<file path="src/btt_pkg.sv">
package btt_pkg;

	localparam int TURN_BITS = 32;
	localparam int SCALED_BITS = 60;
	localparam int SCALE_TOP = 56;
	localparam int TABLE_DEPTH = 32;

	localparam logic [TURN_BITS-1:0] HALF_TURN = 32'h8000_0000;

	localparam logic [TURN_BITS-1:0] ATAN_TABLE [TABLE_DEPTH] = '{
		32'h20000000, 32'h12E4051E, 32'h09FB385B, 32'h051111D4,
		32'h028B0D43, 32'h0145D7E1, 32'h00A2F61E, 32'h00517C55,
		32'h0028BE53, 32'h00145F2F, 32'h000A2F98, 32'h000517CC,
		32'h00028BE6, 32'h000145F3, 32'h0000A2FA, 32'h0000517D,
		32'h000028BE, 32'h0000145F, 32'h00000A30, 32'h00000518,
		32'h0000028C, 32'h00000146, 32'h000000A3, 32'h00000051,
		32'h00000029, 32'h00000014, 32'h0000000A, 32'h00000005,
		32'h00000003, 32'h00000001, 32'h00000001, 32'h00000000
	};

	typedef struct packed {
		logic valid;
		logic zero;
	} btt_ctl_t;

endpackage

</file>
<file path="src/btt_post.sv">
module btt_post #(
	parameter int ANGLE_BITS = 16
) (
	input  logic clk,
	input  logic arst_n,
	input  logic en,
	input  logic [btt_pkg::TURN_BITS-1:0] prev_z,
	input  logic [ANGLE_BITS-1:0] prev_heading,
	input  btt_pkg::btt_ctl_t prev_ctl,
	output logic valid,
	output logic [ANGLE_BITS-1:0] bearing,
	output logic signed [ANGLE_BITS-1:0] turn
);
	import btt_pkg::*;

	localparam int SHIFT = TURN_BITS - ANGLE_BITS;

	logic [ANGLE_BITS-1:0] rounded;
	logic [ANGLE_BITS-1:0] angle;
	logic [ANGLE_BITS-1:0] bearing_q;
	logic [ANGLE_BITS-1:0] turn_q;
	logic valid_q;

	generate
		if (SHIFT > 0) begin : g_round
			logic [TURN_BITS-1:0] sum;
			assign sum = prev_z + (TURN_BITS'(1) << (SHIFT - 1));
			assign rounded = sum[TURN_BITS-1:SHIFT];
		end else begin : g_exact
			assign rounded = prev_z[ANGLE_BITS-1:0];
		end
	endgenerate

	assign angle = prev_ctl.zero ? '0 : rounded;

	always_ff @(posedge clk) begin
		if (en) begin
			bearing_q <= angle;
			turn_q <= angle - prev_heading;
		end
	end

	always_ff @(posedge clk or negedge arst_n) begin
		if (!arst_n) begin
			valid_q <= 1'b0;
		end else if (en) begin
			valid_q <= prev_ctl.valid;
		end
	end

	assign valid = valid_q;
	assign bearing = bearing_q;
	assign turn = $signed(turn_q);
endmodule

</file>
<file path="config.mk">
export PLATFORM = sky130hd
export DESIGN_NAME = btt_post
export DESIGN_NICKNAME = d
export VERILOG_FILES = /design/src/btt_pkg.sv /design/src/btt_post.sv
export SDC_FILE = /design/constraint.sdc
export NUM_CORES = 1
export LEC_CHECK = 0
export ABC_AREA = 1
export BUFFER_PORTS_ARGS = -buffer_cell sky130_fd_sc_hd__buf_2
export CELL_PAD_IN_SITES_DETAIL_PLACEMENT = 1
export CELL_PAD_IN_SITES_GLOBAL_PLACEMENT = 2
export CORE_UTILIZATION = 28
export CTS_CLUSTER_SIZE = 24
export DETAILED_ROUTE_END_ITERATION = 8
export HOLD_SLACK_MARGIN = 0.03
export PLACE_DENSITY_LB_ADDON = 0.1
export SLEW_MARGIN = 40
export SYNTH_ARGS = -nofsm -noshare
export SYNTH_HDL_FRONTEND = slang
export SYNTH_SLANG_ARGS = --single-unit
</file>
<file path="constraint.sdc">
create_clock -name clk -period 0.9 [get_ports clk]
set_clock_uncertainty 0.1 [all_clocks]
set_input_delay 0.045 -clock clk [delete_from_list [all_inputs] [get_ports clk]]
set_output_delay 0.045 -clock clk [all_outputs]
set_load 0.01 [all_outputs]
</file>
# ---- Yosys cells after proc, flatten, opt, wreduce, memory -nomap -nowiden
# Index checks and enable logic that the tools add are counted.
dict set report classes {
  addsub 2
  n_mux 1
}
# operator count
set ops {}
lappend ops {{32-bit by 16-bit adder with 32-bit output, second input constant} 1}
lappend ops {{16-bit two-way mux} 1}
lappend ops {{16-bit subtractor} 1}
dict set report totals {
  ff_bits 33
  wordCells 6
  out_inout_bits 33
  input_bits 53
}

# ---- Depth between registers and ports, before layout
dict set report depth {
  word_depth 3
  ltp_mapped 18
  depth_no_buf 18
}

# ---- Least setup slack after synthesis
# No wires, ideal clock.
dict set report synth_path {
  path_kind {input-to-reg}
  from {input prev_ctl[0] (netlist name)}
  to {register turn_q[14] (netlist: turn[14]) (data pin)}
  slack_ns -1.274
  required_time_ns 0.548
  setup_time_ns 0.252
  arrival_ns 1.822
  path_buffers 1
  cell_stages 13
  cell_sequence {inv_1 clkbuf_1 nand2_1 ha_1 fa_1 nand3b_1 nand2_2 nand2_2 nand2_2 nand2_2 or2_1 nand3_1 nand2_1}
}
dict set report synth_between {
  elab_chain_cells 2
}
# element line
set synth_lines {}
lappend synth_lines {{from (decl)} btt_post.sv:9} ;# input btt_pkg::btt_ctl_t prev_ctl,
lappend synth_lines {{16-bit two-way mux} btt_post.sv:34} ;# assign angle = prev_ctl.zero ? '0 : rounded;
lappend synth_lines {{16-bit subtractor} btt_post.sv:39} ;# turn_q <= angle - prev_heading;
lappend synth_lines {{to (signal assigned)} btt_post.sv:39}
lappend synth_lines {{to (decl)} btt_post.sv:21} ;# logic [ANGLE_BITS-1:0] turn_q;
# No other way between the ends.
# A chain may end at the register's enable or synchronous reset.

# ---- Worst setup path after layout
dict set report layout_path {
  from {input prev_z[15] (netlist name)}
  to {register turn_q[13] (netlist: turn[13]) (data pin)}
}
dict set report layout_between {
  elab_chain_cells 3
}
# element line
set layout_lines {}
lappend layout_lines {{from (decl)} btt_post.sv:7} ;# input logic [btt_pkg::TURN_BITS-1:0] prev_z,
lappend layout_lines {{32-bit by 16-bit adder with 32-bit output} btt_post.sv:27} ;# assign sum = prev_z + (TURN_BITS'(1) << (SHIFT - 1));
lappend layout_lines {{16-bit two-way mux} btt_post.sv:34}
lappend layout_lines {{net angle[2]} btt_post.sv:19} ;# logic [ANGLE_BITS-1:0] angle;
lappend layout_lines {{16-bit subtractor} btt_post.sv:39}
# The timed path passes the listed nets, and every way through them passes these cells.

==> summary.md <==
| Metric | Value |
|---|---|
| Status | `finished with violations` |
| Violated checks | `setup timing` |
| # setup viols final | `61` |
| Critical path's slowest cell | `ha_4` |
| Crit start category | `primary input` |
| Cell depth of the worst hold path | `2` |
| Relative slew margins | `0.8344` |
| TritonCTS clock tree | `built` |
| Die Ht | `92.90 um` |
| Post-Synthesis Cells | `274` |
| Slew @ Worst Pin | `246.4 ps` |
| Pleak | `2.115 nW` |
| Fmax achieved | `497.1 MHz` |
| Crit Path Category | `in2reg` |
| Area Growth Syn to Fin | `91.35%` |
| Vias per cell | `4.563` |
| Row count | `32` |
| Vias in the first global route | `2551` |
| Critical Path, Cell by Cell | `buf_8 -> nand3_4 -> buf_4 -> buf_6 -> buf_6 -> buf_6 -> o21ai_4 -> a21oi_4 -> ha_4 -> nand2_1 -> o21ai_2 -> nand2_1 -> nand2_2 -> nand2_1 -> nand3_1 -> nand2_1` |
| I/O Pins | `86` |
| DP HPWL | `5869 um` |
| Syn Area/Cell | `8.443 sq um` |
| Final Hold Vio Count | `0` |
| YS warnings | `0` |
| VDD IR-drop max | `0.5407 mV` |
| Filler instances | `910` |
| Worst path top cell family by delay | `simple AND/OR/NAND/NOR gates` |
| Post-synthesis cell area | `0.002313 sq mm` |
| R2R Path Start | `valid` |
| Num CTS Buffers | `5` |
| GRT overflow | `0` |
| Arrival time worst endpoint | `1960 ps` |
| Initial DRC Count | `44` |
| Share of layout cells above drive strength 1 | `0.6491` |
| Setup WS post-layout | `-1112 ps` |
| Worst path max stage delay | `290 ps` |
| Core ar. | `0.007848 sq mm` |
| R2R Setup Slk | `70 ps` |
| Total clock sinks | `33` |
| Sequential fraction of the synthesis area | `0.4262` |
| First-pass GRT wire length | `12210 um` |
| Root Driver | `clkbuf_8` |
| Final Cell Area | `0.004427 sq mm` |
| MaxCap Viol Count | `0` |
| Syn_nets | `344` |
| Critical path peak fanout | `4` |
| Crit. End Element | `flop` |
| DRC errors left | `0` |
| Clock transition at path regs | `70 ps` |
| Tot GR Track Use | `0.1841` |
| Port bufs | `70` |
| RSZ-0062 raised after global routing | `true` |
| PD cells | `1165 mW/mm^2` |
| Htree depth | `2` |
| Synth Register Bits | `33` |
| Die width | `92.90 um` |
| Pre-antenna DRT Iters | `4` |
| Placed Cells | `512` |
| GP Congestion | `0.8353` |
| Via count | `2546` |
| Final Max Tran Viols | `0` |
| WL final | `8770 um` |
| Largest net degree at the start of global routing | `19` |
| Tmin final | `2012 ps` |
| Cell mode on critical path | `nand2_1` |
| R2R cell count | `1` |
| Reg-to-reg endpoint | `valid` |
| Unique masters post-synth | `32` |
| Fin Setup TNS | `-17810 ps` |
| Latest clock arrival within the worst-skew pair | `280 ps` |
| Critical path buffer and inverter count | `5` |
| Worst hold start | `en` |
| Tightest hold margin | `27.05 ps` |
| Antenna Cells | `0` |
| Die Area | `0.008629 sq mm` |
| Antenna violations before repair | `0` |
| Final core utilization | `0.5641` |
| Starting Density | `0.2948` |
| Post-Layout Cell Count | `558` |
| Routed len/inst | `15.72 um` |
| Period utilization | `2.235` |
| Final net count | `525` |
| Setup slack at placement | `-1634 ps` |
| Worst hold path type | `in2reg` |
| Crit path launch | `prev_z[15]` |
| WHS Endpoint | `valid` |
| Pwr Total | `5.156 mW` |
| Req. time, crit path | `850 ps` |
| Hold-fix buffers, CTS | `3` |
| Placed cell area | `0.003431 sq mm` |
| CTS max path bufs | `2` |
| Final ANT Viol Nets | `0` |
## kinds of logic after synthesis
logic type                 synth area share
xor gates and xnor gates            0.04543
AOI/OAI and AO/OA                   0.09411
buffers and inverters               0.08437
and+or+nand+nor                      0.2499
muxes                              0.004867
adders and majority gates           0.09519
DFF                                  0.4262
## Yosys cell counts (all sizes together)
cell,n,share of area
nand2,66,0.11
inv,51,0.083
edfxtp,32,0.42
nor2,28,0.055
a21oi,19,0.041
ha,16,0.087
nand3,16,0.045
xor2,9,0.034
o21ai,8,0.019
nor3,6,0.015
nand4,4,0.011
o21bai,3,0.015
xnor2,3,0.011
a21o,2,0.0065
a211oi,1,0.0032
a221oi,1,0.0038
a31oi,1,0.0027
clkbuf,1,0.0016
dfrtp,1,0.011
fa,1,0.0087
mux2,1,0.0049
nand3b,1,0.0032
nor4,1,0.0027
o21a,1,0.0032
or2,1,0.0027
## layer usage
layer / track usage / up-vias / wire, um
met1: 0.2130 / 1222 / 3441
met2: 0.3450 / 53 / 4966
met5: 0 / - / 0
met3: 0.03284 / 8 / 262
met4: 0.04744 / 0 / 100
li1: - / 1263 / -
## cells in the final DEF, fill, tap and decap left out, types with 6 or more instances in the layout
cell type  netlist  layout
nor2_4           3       8
nor2_1          25      14
nand2_1         59      33
nand2_4          0       9
ha_4             0      14
nor2_2           0       6
nand3_2          5       6
xor2_1           9       9
nand3_1         11       7
buf_2            0      63
inv_2            1       8
a21oi_4          0       6
nand2_2          7      24
edfxtp_1        32      32
buf_4            0      89
a21oi_2          0       9
inv_1           50      38
buf_6            0      15
## how the worst max path moves through the flow
stage	end	slack, ps	cells after the start
global route	turn[15]	-1230	13
CTS	turn[13]	-1100	17
global placement	turn[15]	-1580	18
floorplan	turn[14]	-1110	12
detailed placement	turn[13]	-1630	15
finish	turn[13]	-1110	16
## state kept, by name (all words and copies together), names as in the netlist
| signal | count |
|---|---|
| bearing | 16 |
| turn | 16 |
| valid | 1 |
## repair_timing
action                     in CTS  in global routing
pin swaps                      32                 50
buffers inserted               15                 23
setup endpoints to repair      58                 59
resized for setup              78                 69
hold endpoints to repair        2                  1
## layout make-up
type / instances / area [sq um] / area share
Clock buffer: 8 / 80.08 / 0.01809
Tap cell: 102 / 127.6 / 0.02883
Timing Repair Buffer: 175 / 1270 / 0.2869
Inverter: 51 / 203.9 / 0.04607
Multi-Input combinational cell: 189 / 1759 / 0.3974
Sequential cell: 33 / 985.9 / 0.2227
## power by group
group / leakage, nW / switching (mW) / internal (mW)
Combinational: 1.75 / 1.03 / 1.03
Clock: 0.0395 / 0.589 / 0.551
Sequential: 0.322 / 0.0444 / 1.91
Total: 2.12 / 1.66 / 3.49
No activity file was read; power rests on OpenSTA's default activity.
