`config.mk`:
```
export PLATFORM = sky130hd
export DESIGN_NAME = btt_prep
export DESIGN_NICKNAME = d
export VERILOG_FILES = /design/src/btt_pkg.sv /design/src/btt_prep.sv
export SDC_FILE = /design/constraint.sdc
export NUM_CORES = 1
export LEC_CHECK = 0
export ABC_AREA = 0
export BUFFER_PORTS_ARGS = -buffer_cell sky130_fd_sc_hd__buf_2
export CORE_MARGIN = 2
export CORE_UTILIZATION = 44
export CTS_BUF_LIST = sky130_fd_sc_hd__clkbuf_4
export CTS_CLUSTER_SIZE = 24
export DETAILED_ROUTE_END_ITERATION = 12
export PLACE_DENSITY = 0.8
export SLEW_MARGIN = 20
export SYNTH_ARGS = -nofsm -noshare
export SYNTH_HDL_FRONTEND = slang
export SYNTH_SLANG_ARGS = --single-unit
```
`constraint.sdc`:
```
create_clock -name clk -period 0.99 [get_ports clk]
set_clock_uncertainty 0.2 [all_clocks]
set_input_delay 0.198 -clock clk [delete_from_list [all_inputs] [get_ports clk]]
set_output_delay 0.198 -clock clk [all_outputs]
set_load 0.005 [all_outputs]
```
`src/btt_pkg.sv`:
```
package btt_pkg;

	localparam int TURN_BITS = 32;
	localparam int SCALED_BITS = 60;
	localparam int SCALE_TOP = 56;
	localparam int TABLE_DEPTH = 32;

	localparam logic [TURN_BITS-1:0] HALF_TURN = 32'h8000_0000;

	localparam logic [TURN_BITS-1:0] ATAN_TABLE [TABLE_DEPTH] = '{
		32'h20000000, 32'h12E4051E, 32'h09FB385B, 32'h051111D4,
		32'h028B0D43, 32'h0145D7E1, 32'h00A2F61E, 32'h00517C55,
		32'h0028BE53, 32'h00145F2F, 32'h000A2F98, 32'h000517CC,
		32'h00028BE6, 32'h000145F3, 32'h0000A2FA, 32'h0000517D,
		32'h000028BE, 32'h0000145F, 32'h00000A30, 32'h00000518,
		32'h0000028C, 32'h00000146, 32'h000000A3, 32'h00000051,
		32'h00000029, 32'h00000014, 32'h0000000A, 32'h00000005,
		32'h00000003, 32'h00000001, 32'h00000001, 32'h00000000
	};

	typedef struct packed {
		logic valid;
		logic zero;
	} btt_ctl_t;

endpackage

```
`src/btt_prep.sv`:
```
module btt_prep #(
	parameter int ANGLE_BITS = 16,
	parameter int COORD_BITS = 16,
	parameter int XW = 60
) (
	input  logic clk,
	input  logic arst_n,
	input  logic en,
	input  logic take,
	input  logic [ANGLE_BITS-1:0] heading,
	input  logic signed [COORD_BITS-1:0] start_x,
	input  logic signed [COORD_BITS-1:0] start_y,
	input  logic signed [COORD_BITS-1:0] dest_x,
	input  logic signed [COORD_BITS-1:0] dest_y,
	output logic signed [XW-1:0] next_x,
	output logic signed [XW-1:0] next_y,
	output logic [btt_pkg::TURN_BITS-1:0] next_z,
	output logic [ANGLE_BITS-1:0] next_heading,
	output btt_pkg::btt_ctl_t next_ctl
);
	import btt_pkg::*;

	localparam int SCALE_SHIFT = SCALE_TOP - COORD_BITS;

	logic signed [COORD_BITS:0] dx;
	logic signed [COORD_BITS:0] dy;
	logic signed [XW-1:0] xw;
	logic signed [XW-1:0] yw;
	logic signed [XW-1:0] x_q;
	logic signed [XW-1:0] y_q;
	logic [TURN_BITS-1:0] z_q;
	logic [ANGLE_BITS-1:0] heading_q;
	logic valid_q;
	logic zero_q;

	assign dx = $signed({dest_x[COORD_BITS-1], dest_x}) - $signed({start_x[COORD_BITS-1], start_x});
	assign dy = $signed({dest_y[COORD_BITS-1], dest_y}) - $signed({start_y[COORD_BITS-1], start_y});
	assign xw = XW'(dx) <<< SCALE_SHIFT;
	assign yw = XW'(dy) <<< SCALE_SHIFT;

	// left half plane turned by a half turn
	always_ff @(posedge clk) begin
		if (en) begin
			if (dx[COORD_BITS]) begin
				x_q <= -xw;
				y_q <= -yw;
				z_q <= HALF_TURN;
			end else begin
				x_q <= xw;
				y_q <= yw;
				z_q <= '0;
			end
			heading_q <= heading;
			zero_q <= (dx == '0) && (dy == '0);
		end
	end

	always_ff @(posedge clk or negedge arst_n) begin
		if (!arst_n) begin
			valid_q <= 1'b0;
		end else if (en) begin
			valid_q <= take;
		end
	end

	assign next_x = x_q;
	assign next_y = y_q;
	assign next_z = z_q;
	assign next_heading = heading_q;
	assign next_ctl = '{valid: valid_q, zero: zero_q};
endmodule

```
After elaboration in Yosys (flattened, before gate mapping)
Cells that the tools add are included.
{"block": "classes", "multipliers": 0, "n_addsub": 4, "div": 0, "bitwise_logic": 0, "shift": 0, "reduce_logical": 3, "n_mux": 3, "n_eq_ne": 0, "order_cmp": 0}
{"cell": "$neg 57->60", "count": 2}
{"cell": "$mux 60", "count": 1}
{"cell": "$mux 56", "count": 1}
{"cell": "$logic_not 17->1", "count": 2}
{"cell": "$sub 16x16->17", "count": 2}
{"cell": "$mux 32", "count": 1}
{"cell": "$logic_and 1x1->1", "count": 1}
{"block": "word_totals", "latch_bits": 0, "register_bits": 170, "ramBits": 0, "mem_count": 0, "inputBits": 84, "mem_bits_ro": 0}

Logic depth before layout (Yosys ltp)
{"block": "depth", "ltp_word": 3, "mapped_depth": 14, "depth_no_buf": 14}

Worst setup path before layout
Ideal clock, no wire load.
{"block": "synth_path", "path_type": "input to register", "start": "input dest_x[0]", "end": "register x_q[56] (netlist: next_x[56]) (data pin)", "n_path_buf": 0, "setup_ps": 255, "stages": 13, "slack_ps": -2418, "t_arrival_ps": 2954, "cell_sequence": "inv_1 -> ha_1 -> fa_1 -> nor2b_1 -> o21ai_1 -> a21boi_1 -> o31a_1 -> o21ai_0 -> a311oi_1 -> nand2_1 -> nor4_1 -> ha_1 -> and2_1"}
{"block": "synth_via", "elab_chain_len": 2}
{"element": "start, declared", "line_no": "btt_prep.sv:13", "text": "input logic signed [COORD_BITS-1:0] dest_x,"}
{"element": "$sub 16x16->17 *", "line_no": "btt_prep.sv:36", "text": "assign dx = $signed({dest_x[COORD_BITS-1], dest_x}) - $signed({start_x[COORD_BITS-1], start_x});"}
{"element": "$neg 57->60", "line_no": "btt_prep.sv:45", "text": "x_q <= -xw;"}
{"element": "end signal, assigned", "line_no": "btt_prep.sv:45"}
{"element": "end signal, assigned", "line_no": "btt_prep.sv:49", "text": "x_q <= xw;"}
{"element": "end, declared", "line_no": "btt_prep.sv:29", "text": "logic signed [XW-1:0] x_q;"}
Mark *: on every way between the ends. The rest lies on a longest branch, timed or not.
A chain may end at the register's enable or synchronous reset.

Worst setup path after layout
{"block": "layout_path", "start": "input dest_x[1]", "end": "register x_q[56] (netlist: next_x[56]) (data pin)"}
The elaborated chain is that of the path after synthesis.

==> flow_summary.rst <==
.. list-table::
   :header-rows: 1

   * - Metric
     - Value
   * - Run status
     - complete, but fails checks
   * - Violations in the final reports
     - setup timing
   * - Count of flip-flops with a built-in enable after synthesis
     - between 50 and 60
   * - Die X-Extent
     - roughly 110 um
   * - Final-stage net count
     - around 980
   * - Type of destination of the critical path
     - flip-flop
   * - M3 GR Usage
     - 0.0386
   * - Commonest cells in the netlist
     - 114 x sky130_fd_sc_hd__buf_4, 58 x sky130_fd_sc_hd__edfxtp_1, 42 x sky130_fd_sc_hd__inv_1
   * - Port Buffer Count
     - between 100 and 150
   * - Part of the power in registers
     - 0.338
   * - Placed insts
     - between 900 and 1000
   * - Filler Cell Count
     - between 800 and 900
   * - Initial cell density of the core
     - 0.455
   * - H-Tree Depth
     - 3
   * - Clock network power share
     - 0.220
   * - Final count of hold timing violations
     - 0
   * - Power share of the combinational group
     - 0.441
   * - Launching element of the worst setup path
     - dest_x[1]
   * - Via count of the first global-routing pass
     - ~4400
   * - Peak VDD IR
     - about 1.3 mV
   * - Number of setup violations in the final report
     - slightly below 100
   * - Launch instance of the worst register-to-register path
     - valid_q
   * - GP Congestion
     - between 0.8 and 0.9
   * - Global-route usage over all layers
     - 0.198
   * - Library cell with the largest summed area after synthesis
     - sky130_fd_sc_hd__edfxtp_1
   * - Largest incremental delay on the critical path
     - 0.43 ns
   * - Root Buffer
     - sky130_fd_sc_hd__clkbuf_4
   * - Cell with the most instances after synthesis
     - sky130_fd_sc_hd__buf_4
   * - Core area
     - 11500 um2
   * - Share of async-settable or async-resettable flops after synthesis
     - 0.0169
   * - Number of max-slew violations in the final report
     - 0
   * - DRT Wirelength
     - 13600 um
   * - Sink of the worst hold path
     - valid_q
   * - Via density per instance
     - ~4.8
   * - Number of distinct library cells after synthesis
     - 65
   * - Worst flop-to-flop path endpoint
     - valid_q
   * - Routed vias
     - between 4000 and 5000
   * - Syn_area_per_cell
     - around 9.5 um2
   * - Maximum clock insertion buffer count
     - 2
   * - Cells along the critical path
     - buf_6, ha_4, nor2b_4, o211a_1, o211a_1, or4_4, a221oi_4, a21oi_2, xnor2_2, nand2_1, nor4_2, ha_1, and2_1
   * - Most crowded layer after global routing
     - met2
   * - Routed len/inst
     - approximately 14 um
   * - Maximum number of pins on one net before global-route repair
     - 23
   * - Warnings, synthesis
     - 0
   * - Clock-pin transition on the worst setup and hold timing paths
     - 0.11 ns
   * - Cell count of the worst hold path
     - 2
   * - Post-synthesis cell area
     - roughly 5200 um2
   * - Met2 track demand over resource in global routing
     - 0.376
   * - Max FO, Critical Path
     - 3
   * - Post-route setup TNS
     - -82.52 ns
   * - Most instantiated flip-flop cell in the synthesis netlist
     - sky130_fd_sc_hd__edfxtp_1
   * - Static leakage
     - 3.75 nW
   * - Area added between synthesis and finish
     - 47.1%
   * - Internal Pwr Total
     - 0.00681 W
   * - Standard cell with the maximum stage delay on the critical path
     - sky130_fd_sc_hd__or4_4
   * - CTS Sinks
     - roughly 60
   * - Top cells by area in the synthesized netlist
     - sky130_fd_sc_hd__edfxtp_1 33%, sky130_fd_sc_hd__buf_4 16%, sky130_fd_sc_hd__ha_1 8.6%
   * - Share of synthesized area occupied by flip-flops and latches
     - 0.339
   * - Number of antenna cells inserted
     - 0
   * - Share of the synthesized area in the top cell type
     - 0.334
   * - Rel. slew slack
     - 0.664
   * - Die outline height
     - approximately 110 um
   * - Setup repair after global routing missed its margin
     - true
   * - Violation count after the first detailed-routing iteration
     - 274
   * - Fraction of final layout cells sized beyond drive strength 1
     - 0.453
   * - Power spent charging and discharging nets
     - approximately 0.0033 W
   * - Critical path data arrival time
     - between 2 and 3 ns
   * - Total Power Consumption
     - between 0.01 and 0.015 W
   * - Hold path start
     - en
   * - Register-to-register setup slack
     - -0.09 ns
   * - CP most frequent cell
     - sky130_fd_sc_hd__o211a_1
   * - DRT antenna net count
     - 0
   * - Highest clock rate
     - between 0.3 and 0.4 GHz
   * - GR Util met1
     - 0.226
   * - Die area
     - between 10000 and 15000 um2
   * - Clk Latency, worst-skew pair
     - ~0.4 ns
   * - Pre-CTS setup slack
     - -2.51 ns
   * - Setup Crit Path Kind
     - in -> reg
   * - Number of buffers inserted during clock tree synthesis
     - 9
   * - Maxcap violations
     - 0
   * - Count of TritonRoute iterations in the first routing pass
     - 4
   * - Antenna violations before repair
     - 0
   * - CTS tree
     - yes
   * - Remaining Overflow, GRT
     - 0
   * - Number of I/O pins
     - between 200 and 300
   * - Clock period minus final worst setup slack
     - around 3.0 ns
   * - Sort of element at the start of the critical path
     - input pin
   * - Final setup slack of the worst path
     - -1.97 ns
   * - Class of the most critical hold timing path
     - in -> reg
   * - Share of the cycle needed by the critical path after routing
     - 2.99
   * - Gate count of the mapped netlist
     - roughly 550
   * - Pwr per Cell Area
     - ~1300 nW/um2
   * - Final cell count without fillers
     - 1002
   * - Final routed DRC violation total
     - 0
   * - Switching power as a share of total power
     - 0.325
   * - Slew at the pin closest to its max-slew limit
     - between 0.4 and 0.5 ns
   * - FF+latch count, synth
     - between 50 and 60
   * - Detail Placement HPWL
     - 10000 um
   * - # rows
     - 39
   * - First-pass GRT wire length
     - 20500 um
   * - Required time worst endpoint
     - between 0.9 and 1 ns
   * - Depth of the worst register-to-register path
     - 2
## sequential cells by signal, indices dropped and copies added, names as in the netlist
register      flops
valid_q           1
next_y           20
next_heading     16
zero_q            1
next_x           20
next_z            1
## area by class of cell
type	instances	area, um2	area share
Sequential cell	59	1770	0.230
Timing Repair Buffer	305	2050	0.267
Tap cell	143	179	0.0233
Multi-Input combinational cell	437	3310	0.431
Inverter	42	188	0.0245
Clock buffer	9	67.6	0.00881
Clock inverter	7	115	0.0150
## metal layers
metal  vias to the layer above  part of all wire
li1                       2319                 -
met1                      2232              0.39
met2                       199              0.52
met3                        21             0.073
met4                         0             0.019
met5                         -                 0
## how the worst max path moves through the flow
stage                             to  slack (ns)  cells after the start
after floorplan           next_x[56]       -2.22                     12
after global placement    next_x[56]       -2.44                     14
after detailed placement  next_x[56]       -2.51                     13
after CTS                 next_x[56]       -1.95                     14
after global routing      next_x[56]       -2.10                     14
final                     next_x[56]       -1.97                     13
## kinds of logic (layout without fill, tap and decap cells)
family / after synthesis / after routing / synth area share
AOI/OAI and AO/OA: 107 / 107 / 0.149
xor gates and xnor gates: 52 / 52 / 0.0902
buffers and inverters: 166 / 363 / 0.202
adders and majority gates: 38 / 38 / 0.0941
and+or+nand+nor: 125 / 125 / 0.123
muxes: 1 / 1 / 0.00216
other: 1 / 114 / 0.000719
DFF: 59 / 59 / 0.339
## cell usage in the layout, fill, tap and decap left out, types with 7 or more instances in the layout
cell type and n:
sky130_fd_sc_hd__nor2_1 27, sky130_fd_sc_hd__nand3_1 9, sky130_fd_sc_hd__buf_4 140, sky130_fd_sc_hd__conb_1 114, sky130_fd_sc_hd__dlygate4sd3_1 19, sky130_fd_sc_hd__o21ai_0 10, sky130_fd_sc_hd__nand2_1 28, sky130_fd_sc_hd__ha_4 7
sky130_fd_sc_hd__xor2_1 18, sky130_fd_sc_hd__inv_1 34, sky130_fd_sc_hd__clkbuf_4 9, sky130_fd_sc_hd__xnor2_1 28, sky130_fd_sc_hd__o21ai_2 9, sky130_fd_sc_hd__a21o_1 13, sky130_fd_sc_hd__o21a_1 9, sky130_fd_sc_hd__and2_1 8
sky130_fd_sc_hd__edfxtp_1 58, sky130_fd_sc_hd__buf_2 138, sky130_fd_sc_hd__a21oi_1 12, sky130_fd_sc_hd__ha_1 28
## worst max-delay path: cells and delay by family
| kind | cells | cell delay (ns) |
|---|---|---|
| xor+xnor | 1 | 0.15 |
| buf+inv | 1 | 0.10 |
| simple gates | 5 | 1.01 |
| compound gates | 4 | 0.96 |
| fa+ha+maj | 2 | 0.49 |
## per-stage QoR
| stage | hold slack, ns | utilization | instance area (um2) |
|---|---|---|---|
| after detailed placement | -0.223 | 0.597 | 6850 |
| final | 0.0174 | 0.669 | 7670 |
| after CTS | 0.0250 | 0.645 | 7400 |
| after global placement | -0.219 | 0.597 | 6850 |
| after global routing | 0.00600 | 0.669 | 7670 |
| after floorplan | -0.298 | - | 5920 |
## power by group through the flow
stage / clock (W) / sequential (W) / combinational (W)
2_1_floorplan: 0 / 0.00351 / 0.00238
3_3_place_gp: 0 / 0.00345 / 0.00382
3_5_place_dp: 0 / 0.00346 / 0.00392
4_1_cts: 0.00224 / 0.00341 / 0.00417
5_1_grt: 0.00235 / 0.00345 / 0.00485
6_report: 0.00222 / 0.00341 / 0.00445
## repair_timing
action / 4_1_cts / 5_1_grt
hold endpoints to repair: 18 / 0
endpoints found under the setup margin: 96 / 97
setup buffers: 10 / 15
hold buffers: 19 / 0
pin swaps: 28 / 24
gates resized for setup: 28 / 34
Power figures use the tool's default switching activity.
